**config.mk**
```make
export PLATFORM = sky130hd
export DESIGN_NAME = region_table_allocator
export DESIGN_NICKNAME = d
export VERILOG_FILES = /design/src/sv/rta_pkg.sv /design/src/sv/region_table_allocator.sv /design/src/sv/rta_ram.sv /design/src/sv/rta_divider.sv
export SDC_FILE = /design/constraint.sdc
export NUM_CORES = 2
export LEC_CHECK = 0
export BUFFER_PORTS_ARGS = -buffer_cell sky130_fd_sc_hd__buf_2
export CAP_MARGIN = 20
export CELL_PAD_IN_SITES_DETAIL_PLACEMENT = 2
export CELL_PAD_IN_SITES_GLOBAL_PLACEMENT = 2
export CORE_MARGIN = 3
export CORE_UTILIZATION = 45
export CTS_CLUSTER_DIAMETER = 60
export DETAILED_ROUTE_END_ITERATION = 8
export PLACE_DENSITY = 0.77
export SYNTH_ARGS = -nofsm -noshare
export SYNTH_HDL_FRONTEND = slang
export SYNTH_SLANG_ARGS = --single-unit
```
**constraint.sdc**
```tcl
create_clock -name clk -period 14.9 [get_ports clk]
set_clock_uncertainty 0.15 [all_clocks]
set_input_delay 4.47 -clock clk [delete_from_list [all_inputs] [get_ports clk]]
set_output_delay 4.47 -clock clk [all_outputs]
set_load 0.01 [all_outputs]
```
**src/sv/rta_pkg.sv**
```systemverilog
// ----------------------------------------------------------------------------
// rta_pkg: shared types and constants for the region table allocator
// Widths, status and operation codes, and the layout of one table entry.
// ----------------------------------------------------------------------------
package rta_pkg;

    localparam int STORE_MAX_BYTES = 65536;
    localparam int MAX_ENTRIES     = 64;
    localparam int OWNER_BITS      = 16;

    localparam int LEN_BITS   = 17;
    localparam int ADDR_BITS  = 16;
    localparam int SPAN_BITS  = 17;
    localparam int NEED_BITS  = LEN_BITS + 1;
    localparam int IDX_BITS   = $clog2(MAX_ENTRIES);
    localparam int CNT_BITS   = IDX_BITS + 1;
    localparam int CFG_BITS   = 17;
    localparam int STAT_BITS  = 3;
    localparam int OP_BITS    = 2;

    localparam logic [OP_BITS-1:0] OP_ALLOC = 2'd0;
    localparam logic [OP_BITS-1:0] OP_FREE  = 2'd1;
    localparam logic [OP_BITS-1:0] OP_CHECK = 2'd2;
    localparam logic [OP_BITS-1:0] OP_NONE  = 2'd3;

    localparam logic [STAT_BITS-1:0] ST_OK         = 3'd0;
    localparam logic [STAT_BITS-1:0] ST_BAD_SIZE   = 3'd1;
    localparam logic [STAT_BITS-1:0] ST_NO_MEMORY  = 3'd2;
    localparam logic [STAT_BITS-1:0] ST_TABLE_FULL = 3'd3;
    localparam logic [STAT_BITS-1:0] ST_INVALID    = 3'd4;
    localparam logic [STAT_BITS-1:0] ST_TOO_SMALL  = 3'd5;

    localparam logic CFG_STORE_BYTES   = 1'b0;
    localparam logic CFG_BLOCK_GRANULE = 1'b1;

    typedef struct packed {
        logic [OWNER_BITS-1:0] owner;
        logic [SPAN_BITS-1:0]  span;
        logic [ADDR_BITS-1:0]  start;
    } entry_t;

    localparam int ENTRY_BITS = $bits(entry_t);

endpackage

```
**src/sv/region_table_allocator.sv**
```systemverilog
// ----------------------------------------------------------------------------
// region_table_allocator: bump allocator with best-fit reuse of free regions
// Sequencer over a 64-entry region table held in RAM.
// ----------------------------------------------------------------------------
// One word at a time. Free and check read the table until the holding region
// is found (one entry per cycle from the table RAM). An allocation rounds the
// length up to the granule with the 17-step serial remainder unit, then takes
// the bump path, or scans the table for the best fit once the store is full.
// Bad size and unknown operations go straight to the result. No clearing
// pass: only entries below the entry count are read.
module region_table_allocator (
    input  logic                                clk,
    input  logic                                rst_n,
    input  logic                                in_valid,
    output logic                                in_ready,
    input  logic [rta_pkg::OP_BITS-1:0]         op,
    input  logic [rta_pkg::LEN_BITS-1:0]        length,
    input  logic [rta_pkg::ADDR_BITS-1:0]       address,
    input  logic [rta_pkg::OWNER_BITS-1:0]      requester,
    output logic                                out_valid,
    input  logic                                out_ready,
    output logic [rta_pkg::STAT_BITS-1:0]       status,
    output logic [rta_pkg::ADDR_BITS-1:0]       granted_offset,
    output logic [rta_pkg::IDX_BITS-1:0]        region_index,
    input  logic                                cfg_valid,
    output logic                                cfg_ready,
    input  logic                                cfg_index,
    input  logic [rta_pkg::CFG_BITS-1:0]        cfg_data
);

    typedef enum logic [2:0] {
        S_IDLE,
        S_DIV,
        S_NEED,
        S_ALLOC,
        S_SCAN,
        S_RESOLVE,
        S_FINISH
    } state_t;

    localparam logic [rta_pkg::NEED_BITS-1:0] CAP_MAX =
        rta_pkg::NEED_BITS'(rta_pkg::STORE_MAX_BYTES);

    state_t                             state_reg, state_next;
    logic [rta_pkg::CFG_BITS-1:0]       store_reg, store_next;
    logic [rta_pkg::CFG_BITS-1:0]       gran_reg, gran_next;
    logic [rta_pkg::OP_BITS-1:0]        op_reg, op_next;
    logic [rta_pkg::LEN_BITS-1:0]       len_reg, len_next;
    logic [rta_pkg::ADDR_BITS-1:0]      addr_reg, addr_next;
    logic [rta_pkg::OWNER_BITS-1:0]     who_reg, who_next;
    logic [rta_pkg::LEN_BITS-1:0]       g_reg, g_next;
    logic [rta_pkg::NEED_BITS-1:0]      need_reg, need_next;
    logic [rta_pkg::SPAN_BITS-1:0]      bho_reg, bho_next;
    logic [rta_pkg::CNT_BITS-1:0]       count_reg, count_next;
    logic                               best_mode_reg, best_mode_next;
    logic [rta_pkg::CNT_BITS-1:0]       rd_idx_reg, rd_idx_next;
    logic                               ev_valid_reg, ev_valid_next;
    logic [rta_pkg::IDX_BITS-1:0]       ev_idx_reg, ev_idx_next;
    logic                               have_reg, have_next;
    rta_pkg::entry_t                    hit_reg, hit_next;
    logic [rta_pkg::IDX_BITS-1:0]       hit_idx_reg, hit_idx_next;
    logic [rta_pkg::STAT_BITS-1:0]      res_stat_reg, res_stat_next;
    logic [rta_pkg::ADDR_BITS-1:0]      res_off_reg, res_off_next;
    logic [rta_pkg::IDX_BITS-1:0]       res_idx_reg, res_idx_next;
    logic                               out_valid_reg, out_valid_next;
    logic [rta_pkg::STAT_BITS-1:0]      out_stat_reg, out_stat_next;
    logic [rta_pkg::ADDR_BITS-1:0]      out_off_reg, out_off_next;
    logic [rta_pkg::IDX_BITS-1:0]       out_idx_reg, out_idx_next;

    logic                               div_start;
    logic                               div_done;
    logic [rta_pkg::LEN_BITS-1:0]       div_rem;

    logic                               ram_we;
    logic [rta_pkg::IDX_BITS-1:0]       ram_waddr;
    rta_pkg::entry_t                    ram_wdata;
    logic [rta_pkg::IDX_BITS-1:0]       ram_raddr;
    logic [rta_pkg::ENTRY_BITS-1:0]     ram_rdata;
    rta_pkg::entry_t                    ev_entry;

    logic                               in_fire;
    logic [rta_pkg::NEED_BITS-1:0]      cap;
    logic [rta_pkg::NEED_BITS:0]        bump_end;
    logic [rta_pkg::NEED_BITS-1:0]      ev_end;
    logic [rta_pkg::ADDR_BITS-1:0]      rel;
    logic [rta_pkg::NEED_BITS-1:0]      rel_end;

    rta_divider u_div (
        .clk       (clk),
        .rst_n     (rst_n),
        .start     (div_start),
        .dividend  (len_reg),
        .divisor   (g_reg),
        .done      (div_done),
        .remainder (div_rem)
    );

    rta_ram #(
        .WIDTH (rta_pkg::ENTRY_BITS),
        .DEPTH (rta_pkg::MAX_ENTRIES)
    ) u_table (
        .clk   (clk),
        .we    (ram_we),
        .waddr (ram_waddr),
        .wdata (ram_wdata),
        .raddr (ram_raddr),
        .rdata (ram_rdata)
    );

    assign ev_entry  = rta_pkg::entry_t'(ram_rdata);
    assign in_fire   = in_valid && in_ready;
    assign cap       = ({1'b0, store_reg} > CAP_MAX) ? CAP_MAX : {1'b0, store_reg};
    assign bump_end  = {2'b00, bho_reg} + {1'b0, need_reg};
    assign ev_end    = {2'b00, ev_entry.start} + {1'b0, ev_entry.span};
    assign rel       = (addr_reg >= hit_reg.start) ? (addr_reg - hit_reg.start) : '0;
    assign rel_end   = {2'b00, rel} + {1'b0, len_reg};

    always_comb
    begin
        state_next     = state_reg;
        store_next     = store_reg;
        gran_next      = gran_reg;
        op_next        = op_reg;
        len_next       = len_reg;
        addr_next      = addr_reg;
        who_next       = who_reg;
        g_next         = g_reg;
        need_next      = need_reg;
        bho_next       = bho_reg;
        count_next     = count_reg;
        best_mode_next = best_mode_reg;
        rd_idx_next    = rd_idx_reg;
        ev_valid_next  = 1'b0;
        ev_idx_next    = ev_idx_reg;
        have_next      = have_reg;
        hit_next       = hit_reg;
        hit_idx_next   = hit_idx_reg;
        res_stat_next  = res_stat_reg;
        res_off_next   = res_off_reg;
        res_idx_next   = res_idx_reg;
        out_valid_next = out_valid_reg;
        out_stat_next  = out_stat_reg;
        out_off_next   = out_off_reg;
        out_idx_next   = out_idx_reg;
        div_start      = 1'b0;
        ram_we         = 1'b0;
        ram_waddr      = hit_idx_reg;
        ram_wdata      = hit_reg;
        ram_raddr      = rd_idx_reg[rta_pkg::IDX_BITS-1:0];

        if (cfg_valid)
        begin
            if (cfg_index == rta_pkg::CFG_STORE_BYTES)
            begin
                store_next = cfg_data;
            end
            else
            begin
                gran_next = cfg_data;
            end
        end

        if (out_valid_reg && out_ready)
        begin
            out_valid_next = 1'b0;
        end

        case (state_reg)
            S_IDLE:
            begin
                if (in_fire)
                begin
                    op_next       = op;
                    len_next      = length;
                    addr_next     = address;
                    who_next      = requester;
                    g_next        = (gran_reg == '0) ? rta_pkg::LEN_BITS'(1) : gran_reg;
                    res_off_next  = '0;
                    res_idx_next  = '0;
                    rd_idx_next   = '0;
                    have_next     = 1'b0;
                    best_mode_next = 1'b0;
                    if (op == rta_pkg::OP_NONE)
                    begin
                        res_stat_next = rta_pkg::ST_INVALID;
                        state_next    = S_FINISH;
                    end
                    else if (op != rta_pkg::OP_FREE && length == '0)
                    begin
                        res_stat_next = rta_pkg::ST_BAD_SIZE;
                        state_next    = S_FINISH;
                    end
                    else if (op == rta_pkg::OP_ALLOC)
                    begin
                        state_next = S_DIV;
                    end
                    else
                    begin
                        state_next = S_SCAN;
                    end
                end
            end

            S_DIV:
            begin
                div_start  = (rd_idx_reg == '0) && !have_reg;
                have_next  = 1'b1;
                if (div_done)
                begin
                    have_next  = 1'b0;
                    state_next = S_NEED;
                end
            end

            S_NEED:
            begin
                if (div_rem == '0)
                begin
                    need_next = {1'b0, len_reg};
                end
                else
                begin
                    need_next = {1'b0, len_reg} + {1'b0, g_reg} - {1'b0, div_rem};
                end
                state_next = S_ALLOC;
            end

            S_ALLOC:
            begin
                if (bump_end > {1'b0, cap})
                begin
                    best_mode_next = 1'b1;
                    state_next     = S_SCAN;
                end
                else if (count_reg >= rta_pkg::CNT_BITS'(rta_pkg::MAX_ENTRIES))
                begin
                    res_stat_next = rta_pkg::ST_TABLE_FULL;
                    state_next    = S_FINISH;
                end
                else
                begin
                    ram_we          = 1'b1;
                    ram_waddr       = count_reg[rta_pkg::IDX_BITS-1:0];
                    ram_wdata.owner = who_reg;
                    ram_wdata.span  = need_reg[rta_pkg::SPAN_BITS-1:0];
                    ram_wdata.start = bho_reg[rta_pkg::ADDR_BITS-1:0];
                    bho_next        = rta_pkg::SPAN_BITS'(bump_end);
                    count_next      = count_reg + 1'b1;
                    res_stat_next   = rta_pkg::ST_OK;
                    res_off_next    = bho_reg[rta_pkg::ADDR_BITS-1:0];
                    res_idx_next    = count_reg[rta_pkg::IDX_BITS-1:0];
                    state_next      = S_FINISH;
                end
            end

            S_SCAN:
            begin
                if (rd_idx_reg < count_reg)
                begin
                    rd_idx_next   = rd_idx_reg + 1'b1;
                    ev_valid_next = 1'b1;
                    ev_idx_next   = rd_idx_reg[rta_pkg::IDX_BITS-1:0];
                end
                if (ev_valid_reg)
                begin
                    if (best_mode_reg)
                    begin
                        if (ev_entry.owner == '0 && {1'b0, ev_entry.span} >= need_reg
                            && (!have_reg || ev_entry.span < hit_reg.span))
                        begin
                            have_next    = 1'b1;
                            hit_next     = ev_entry;
                            hit_idx_next = ev_idx_reg;
                        end
                    end
                    else if ({2'b00, addr_reg} < ev_end)
                    begin
                        hit_next      = ev_entry;
                        hit_idx_next  = ev_idx_reg;
                        ev_valid_next = 1'b0;
                        state_next    = S_RESOLVE;
                    end
                end
                else if (rd_idx_reg >= count_reg)
                begin
                    state_next = S_FINISH;
                    if (!best_mode_reg)
                    begin
                        res_stat_next = rta_pkg::ST_INVALID;
                    end
                    else if (!have_reg)
                    begin
                        res_stat_next = rta_pkg::ST_NO_MEMORY;
                    end
                    else
                    begin
                        ram_we          = 1'b1;
                        ram_wdata.owner = who_reg;
                        res_stat_next   = rta_pkg::ST_OK;
                        res_off_next    = hit_reg.start;
                        res_idx_next    = hit_idx_reg;
                    end
                end
            end

            S_RESOLVE:
            begin
                state_next = S_FINISH;
                if (hit_reg.owner != who_reg)
                begin
                    res_stat_next = rta_pkg::ST_INVALID;
                end
                else if (op_reg == rta_pkg::OP_FREE)
                begin
                    ram_we          = 1'b1;
                    ram_wdata.owner = '0;
                    res_stat_next   = rta_pkg::ST_OK;
                    res_idx_next    = hit_idx_reg;
                end
                else
                begin
                    res_idx_next  = hit_idx_reg;
                    res_stat_next = (rel_end > {1'b0, hit_reg.span}) ?
                                    rta_pkg::ST_TOO_SMALL : rta_pkg::ST_OK;
                end
            end

            S_FINISH:
            begin
                if (!out_valid_reg || out_ready)
                begin
                    out_valid_next = 1'b1;
                    out_stat_next  = res_stat_reg;
                    out_off_next   = res_off_reg;
                    out_idx_next   = res_idx_reg;
                    state_next     = S_IDLE;
                end
            end

            default:
            begin
                state_next = S_IDLE;
            end
        endcase
    end

    always_ff @(posedge clk or negedge rst_n)
    begin
        if (!rst_n)
        begin
            state_reg     <= S_IDLE;
            store_reg     <= rta_pkg::CFG_BITS'(rta_pkg::STORE_MAX_BYTES);
            gran_reg      <= rta_pkg::CFG_BITS'(8);
            op_reg        <= rta_pkg::OP_ALLOC;
            len_reg       <= '0;
            addr_reg      <= '0;
            who_reg       <= '0;
            g_reg         <= '0;
            need_reg      <= '0;
            bho_reg       <= '0;
            count_reg     <= '0;
            best_mode_reg <= 1'b0;
            rd_idx_reg    <= '0;
            ev_valid_reg  <= 1'b0;
            ev_idx_reg    <= '0;
            have_reg      <= 1'b0;
            hit_reg       <= '0;
            hit_idx_reg   <= '0;
            res_stat_reg  <= rta_pkg::ST_OK;
            res_off_reg   <= '0;
            res_idx_reg   <= '0;
            out_valid_reg <= 1'b0;
            out_stat_reg  <= rta_pkg::ST_OK;
            out_off_reg   <= '0;
            out_idx_reg   <= '0;
        end
        else
        begin
            state_reg     <= state_next;
            store_reg     <= store_next;
            gran_reg      <= gran_next;
            op_reg        <= op_next;
            len_reg       <= len_next;
            addr_reg      <= addr_next;
            who_reg       <= who_next;
            g_reg         <= g_next;
            need_reg      <= need_next;
            bho_reg       <= bho_next;
            count_reg     <= count_next;
            best_mode_reg <= best_mode_next;
            rd_idx_reg    <= rd_idx_next;
            ev_valid_reg  <= ev_valid_next;
            ev_idx_reg    <= ev_idx_next;
            have_reg      <= have_next;
            hit_reg       <= hit_next;
            hit_idx_reg   <= hit_idx_next;
            res_stat_reg  <= res_stat_next;
            res_off_reg   <= res_off_next;
            res_idx_reg   <= res_idx_next;
            out_valid_reg <= out_valid_next;
            out_stat_reg  <= out_stat_next;
            out_off_reg   <= out_off_next;
            out_idx_reg   <= out_idx_next;
        end
    end

    assign in_ready       = (state_reg == S_IDLE);
    assign cfg_ready      = 1'b1;
    assign out_valid      = out_valid_reg;
    assign status         = out_stat_reg;
    assign granted_offset = out_off_reg;
    assign region_index   = out_idx_reg;

    a_count_bound: assert property (@(posedge clk) disable iff (!rst_n)
        count_reg <= rta_pkg::CNT_BITS'(rta_pkg::MAX_ENTRIES))
        else $error("entry count past table depth");

    a_bump_bound: assert property (@(posedge clk) disable iff (!rst_n)
        {1'b0, bho_reg} <= CAP_MAX)
        else $error("bump pointer past store");

    a_busy_after_accept: assert property (@(posedge clk) disable iff (!rst_n)
        in_fire |=> !in_ready)
        else $error("new word taken while busy");

    a_count_step: assert property (@(posedge clk) disable iff (!rst_n)
        (count_reg != $past(count_reg)) |-> (count_reg == $past(count_reg) + 1'b1))
        else $error("entry count moved by more than one");

endmodule

```
**src/sv/rta_ram.sv**
```systemverilog
// ----------------------------------------------------------------------------
// rta_ram: generic single-write, single-read RAM
// One write port and one read port with registered read data.
// ----------------------------------------------------------------------------
module rta_ram #(
    parameter int WIDTH = 8,
    parameter int DEPTH = 16
) (
    input  logic                     clk,
    input  logic                     we,
    input  logic [$clog2(DEPTH)-1:0] waddr,
    input  logic [WIDTH-1:0]         wdata,
    input  logic [$clog2(DEPTH)-1:0] raddr,
    output logic [WIDTH-1:0]         rdata
);

    logic [WIDTH-1:0] mem [DEPTH];

    always_ff @(posedge clk)
    begin
        if (we)
        begin
            mem[waddr] <= wdata;
        end
        rdata <= mem[raddr];
    end

endmodule

```
**src/sv/rta_divider.sv**
```systemverilog
// ----------------------------------------------------------------------------
// rta_divider: bit-serial remainder unit
// Restoring division, one dividend bit per cycle; returns the remainder.
// ----------------------------------------------------------------------------
module rta_divider (
    input  logic                         clk,
    input  logic                         rst_n,
    input  logic                         start,
    input  logic [rta_pkg::LEN_BITS-1:0] dividend,
    input  logic [rta_pkg::LEN_BITS-1:0] divisor,
    output logic                         done,
    output logic [rta_pkg::LEN_BITS-1:0] remainder
);

    localparam int CNT_W = $clog2(rta_pkg::LEN_BITS + 1);

    logic [rta_pkg::LEN_BITS-1:0] rem_reg, rem_next;
    logic [rta_pkg::LEN_BITS-1:0] dvd_reg, dvd_next;
    logic [rta_pkg::LEN_BITS-1:0] dvs_reg, dvs_next;
    logic [CNT_W-1:0]             cnt_reg, cnt_next;
    logic                         done_reg, done_next;
    logic [rta_pkg::LEN_BITS:0]   trial;

    always_comb
    begin
        rem_next  = rem_reg;
        dvd_next  = dvd_reg;
        dvs_next  = dvs_reg;
        cnt_next  = cnt_reg;
        done_next = 1'b0;
        trial     = {rem_reg, dvd_reg[rta_pkg::LEN_BITS-1]};
        if (start)
        begin
            rem_next = '0;
            dvd_next = dividend;
            dvs_next = divisor;
            cnt_next = CNT_W'(rta_pkg::LEN_BITS);
        end
        else if (cnt_reg != '0)
        begin
            if (trial >= {1'b0, dvs_reg})
            begin
                rem_next = rta_pkg::LEN_BITS'(trial - {1'b0, dvs_reg});
            end
            else
            begin
                rem_next = rta_pkg::LEN_BITS'(trial);
            end
            dvd_next  = {dvd_reg[rta_pkg::LEN_BITS-2:0], 1'b0};
            cnt_next  = cnt_reg - 1'b1;
            done_next = (cnt_reg == CNT_W'(1));
        end
    end

    always_ff @(posedge clk or negedge rst_n)
    begin
        if (!rst_n)
        begin
            rem_reg  <= '0;
            dvd_reg  <= '0;
            dvs_reg  <= '0;
            cnt_reg  <= '0;
            done_reg <= 1'b0;
        end
        else
        begin
            rem_reg  <= rem_next;
            dvd_reg  <= dvd_next;
            dvs_reg  <= dvs_next;
            cnt_reg  <= cnt_next;
            done_reg <= done_next;
        end
    end

    assign done      = done_reg;
    assign remainder = rem_reg;

endmodule
```
==> metrics.md <==
| Metric | Value |
|---|---|
| Status | completed |
| Tot Pwr | 37100 uW |
| #FFs+latches synth | 3511 |
| Measured slew at the worst slew-check pin | 1.30 ns |
| DRT iter0 DRCs | 14900 |
| Via density | 7.04 |
| Leakage power total | 0.0531 uW |
| TritonCTS Buffers | 379 |
| Leading area contributor after synthesis | edfxtp_1 |
| WS Path Type | reg -> reg |
| R2R depth | 20 |
| Final count of hold timing violations | 0 |
| Worst-path clk slew | 0.07 ns |
| Hold Path Sink | op_reg[0]$_DFFE_PN0P_ |
| Yosys cell types | 84 |
| Die X-Extent | 568 um |
| Hpwl dp | 346 mm |
| Skew-Pair Late Insertion Delay | 0.99 ns |
| Nets | 7869 |
| Core ar. | 0.313 sq mm |
| Syn Inst Count | 7235 |
| Async SR Flop Fraction | 9.29% |
| Final period util | 62.2% |
| Tot GR Track Use | 36.1% |
| Routed WL | 598 mm |
| Top post-synthesis cells by count | edfxtp_1, mux4_2, nand2_1 |
| Post-Layout Cell Count | 12100 |
| Vias in the first global route | 86100 |
| Clk network pwr share | 27.1% |
| Post-CTS resize count | 0 |
| Setup TNS | 0 ns |
| Max-cap violations | 0 |
| Reg power frac | 36.3% |
| Yosys top cell area share | 66.2% |
| Sw Ratio | 38.9% |
| Synthesis Warnings | 0 |
| Max reg flops | 3136 |
| Remaining Overflow, GRT | 0 |
| Post-Syn Nets | 7527 |
| Post-CTS Setup Repair Bufs | 0 |
| Fill cells | 26900 |
| Post-route ant nets | 0 |
| DR vias | 84900 |
| Initial Utilization | 45.4% |
| Max clock buf depth | 4 |
| Share of post-route cells with drive strength above 1 | 27.2% |
| H-Tree Depth | 5 |
| Footprint of the multi-input gates | 0.0379 sq mm |
| Startpoint Class | register |
| Final setup viols | 0 |
| Post-synthesis sequential area ratio | 72.6% |
| Drt wl/cell | 49.6 um |
| Final core occ | 51.7% |
| Antenna violations before repair | 74 |
| Worst Setup End Kind | register |
| Critical Path RT | 15.33 ns |
| RSZ-0062 raised after global routing | false |
| Total area of sequential cells | 0.103 sq mm |
| Int Power | 22700 uW |
| Largest net degree at the start of global routing | 142 |
| EDFF count, synth | 3136 |
| Die area | 0.323 sq mm |
| Worst r2r src | need_reg[0]$_DFFE_PN0P_ |
| Reg2reg setup slack | 5.64 ns |
| Drc violations | 0 |
| Max VDD drop | 168 uV |
| Avg Cell Area, Syn | 19.7 sq um |
| CTS tree | yes |
| Minimum clock period | 9.26 ns |
| Root Driver | clkbuf_16 |
| Top cells by area, synth | edfxtp_1, mux4_2, dfrtp_1 |
| Hold WC Path Type | reg -> reg |
| Ys flop type | edfxtp_1 |
| Switching power | 14400 uW |
| Gp weighted congestion | 0.886 |
| Comb pwr share | 36.6% |
| Relative slew slack | 13.5% |
| Power density cells | 229 mW/mm^2 |
| FF-to-FF End | u_table.mem[21][48]$_DFFE_PP_ |
| Arrival time worst endpoint | 9.69 ns |
| Max Fanout on Critical Path | 30 |
| Syn Std Cell Area | 0.142 sq mm |
| Hold Buf Count CTS | 0 |
| Slew Viols, Final | 0 |
| Cell row count | 205 |
| Port Buffers | 100 |
| Fmax achieved | 108 MHz |
| First-pass GRT wire length | 799 mm |
| Hold depth | 2 |
| Pre-antenna DRT Iters | 8 |
| Hold Path Origin | op_reg[0]$_DFFE_PN0P_ |
| Area delta synth->final | 13.9% |
| CTS Sinks | 3511 |
| Top Ports | 102 |
| Placed Cells | 11300 |
| Hold WS | 0.326 ns |
| Die H | 568 um |
| Most common cell in the synthesized netlist | edfxtp_1 |
## cells by family after synthesis
logic type | count (synthesis) | share of synthesized area [%]
compound gates | 750 | 3.29
xor+xnor | 102 | 0.628
fa+ha+maj | 218 | 2.03
buf+inv | 558 | 1.57
flops | 3511 | 72.6
mux | 1196 | 17.0
other cells | 1 | 0.00264
simple gates | 899 | 2.87
## power by group through the flow
stage,clock network (uW),logic (uW),registers (uW)
after CTS,10000,13300,13400
after global placement,0,12000,13500
final,10100,13600,13500
after floorplan,0,7710,13300
after detailed placement,0,13000,13600
after global routing,10400,14300,13500
## worst max-delay path by stage
stage,start,to,slack (ns)
after global routing,need_reg[0]$_DFFE_PN0P_,u_table.mem[21][48]$_DFFE_PP_,5.61
after detailed placement,need_reg[0]$_DFFE_PN0P_,u_table.mem[22][42]$_DFFE_PP_,6.04
after global placement,need_reg[0]$_DFFE_PN0P_,u_table.mem[22][34]$_DFFE_PP_,6.43
final,need_reg[0]$_DFFE_PN0P_,u_table.mem[21][48]$_DFFE_PP_,5.64
after floorplan,need_reg[0]$_DFFE_PN0P_,u_table.mem[25][0]$_DFFE_PP_,6.41
after CTS,need_reg[0]$_DFFE_PN0P_,u_table.mem[22][40]$_DFFE_PP_,5.88
## stage by stage
stage               worst slack (ns)  area [sq um]
finish                          5.64        162000
global route                    5.61        162000
CTS                             5.88        162000
detailed placement              6.04        149000
global placement                6.43        149000
floorplan                       6.41        142000
## cells in the final DEF (no fill, tap or decap), types with 37 or more instances in the layout
cell type	netlist	routed
clkbuf_1	195	76
xor2_1	47	47
xnor2_1	55	55
bufinv_16	0	37
inv_1	200	200
nor2_1	168	166
dfrtp_1	324	318
nor2b_1	41	41
mux4_2	957	957
buf_2	61	100
mux2i_1	69	69
dfxtp_1	49	49
clkinv_1	2	74
a21oi_1	204	141
o21ai_0	225	189
buf_4	5	192
clkbuf_16	0	386
a211oi_1	43	42
a31oi_1	46	41
ha_1	196	196
a21oi_4	0	61
mux2_2	161	161
nand2_1	476	475
clkinv_2	0	71
edfxtp_1	3136	3136
nor3_1	38	38
## layout make-up
cell class	count	area share, %
multi-input cells	3166	23.4
repair buffers	317	1.49
flip-flops and latches	3511	63.8
clock inverters	234	1.43
clock buffers	470	6.21
well taps	4140	3.20
diodes	25	0.0386
inverters	202	0.468
## metal layers
metal,vias up,part of all wire [%],global-route usage [%]
li1,30100,-,-
met1,46000,35,46.0
met2,7122,49,59.4
met3,1603,9.7,6.68
met4,36,6.6,18.8
met5,-,0.052,0
## worst max-delay path: stages, from the launching register on
cell and delay [ns]:
dfrtp_1 0.42, ha_1 0.29, fa_1 0.48, a211oi_2 0.31, nor2_1 0.15, o41a_1 0.40, o31ai_4 0.38, o211ai_1 0.18
a21o_1 0.20, a21oi_1 0.19, xnor2_1 0.18, ha_1 0.29, o21ai_0 0.11, a21oi_1 0.10, a2111oi_0 0.43, o21ai_0 0.20
or3_4 0.47, nor4_4 0.74, nand3_1 1.04, a21oi_4 1.29, buf_4 0.68
No activity file was read; power rests on OpenSTA's default activity.
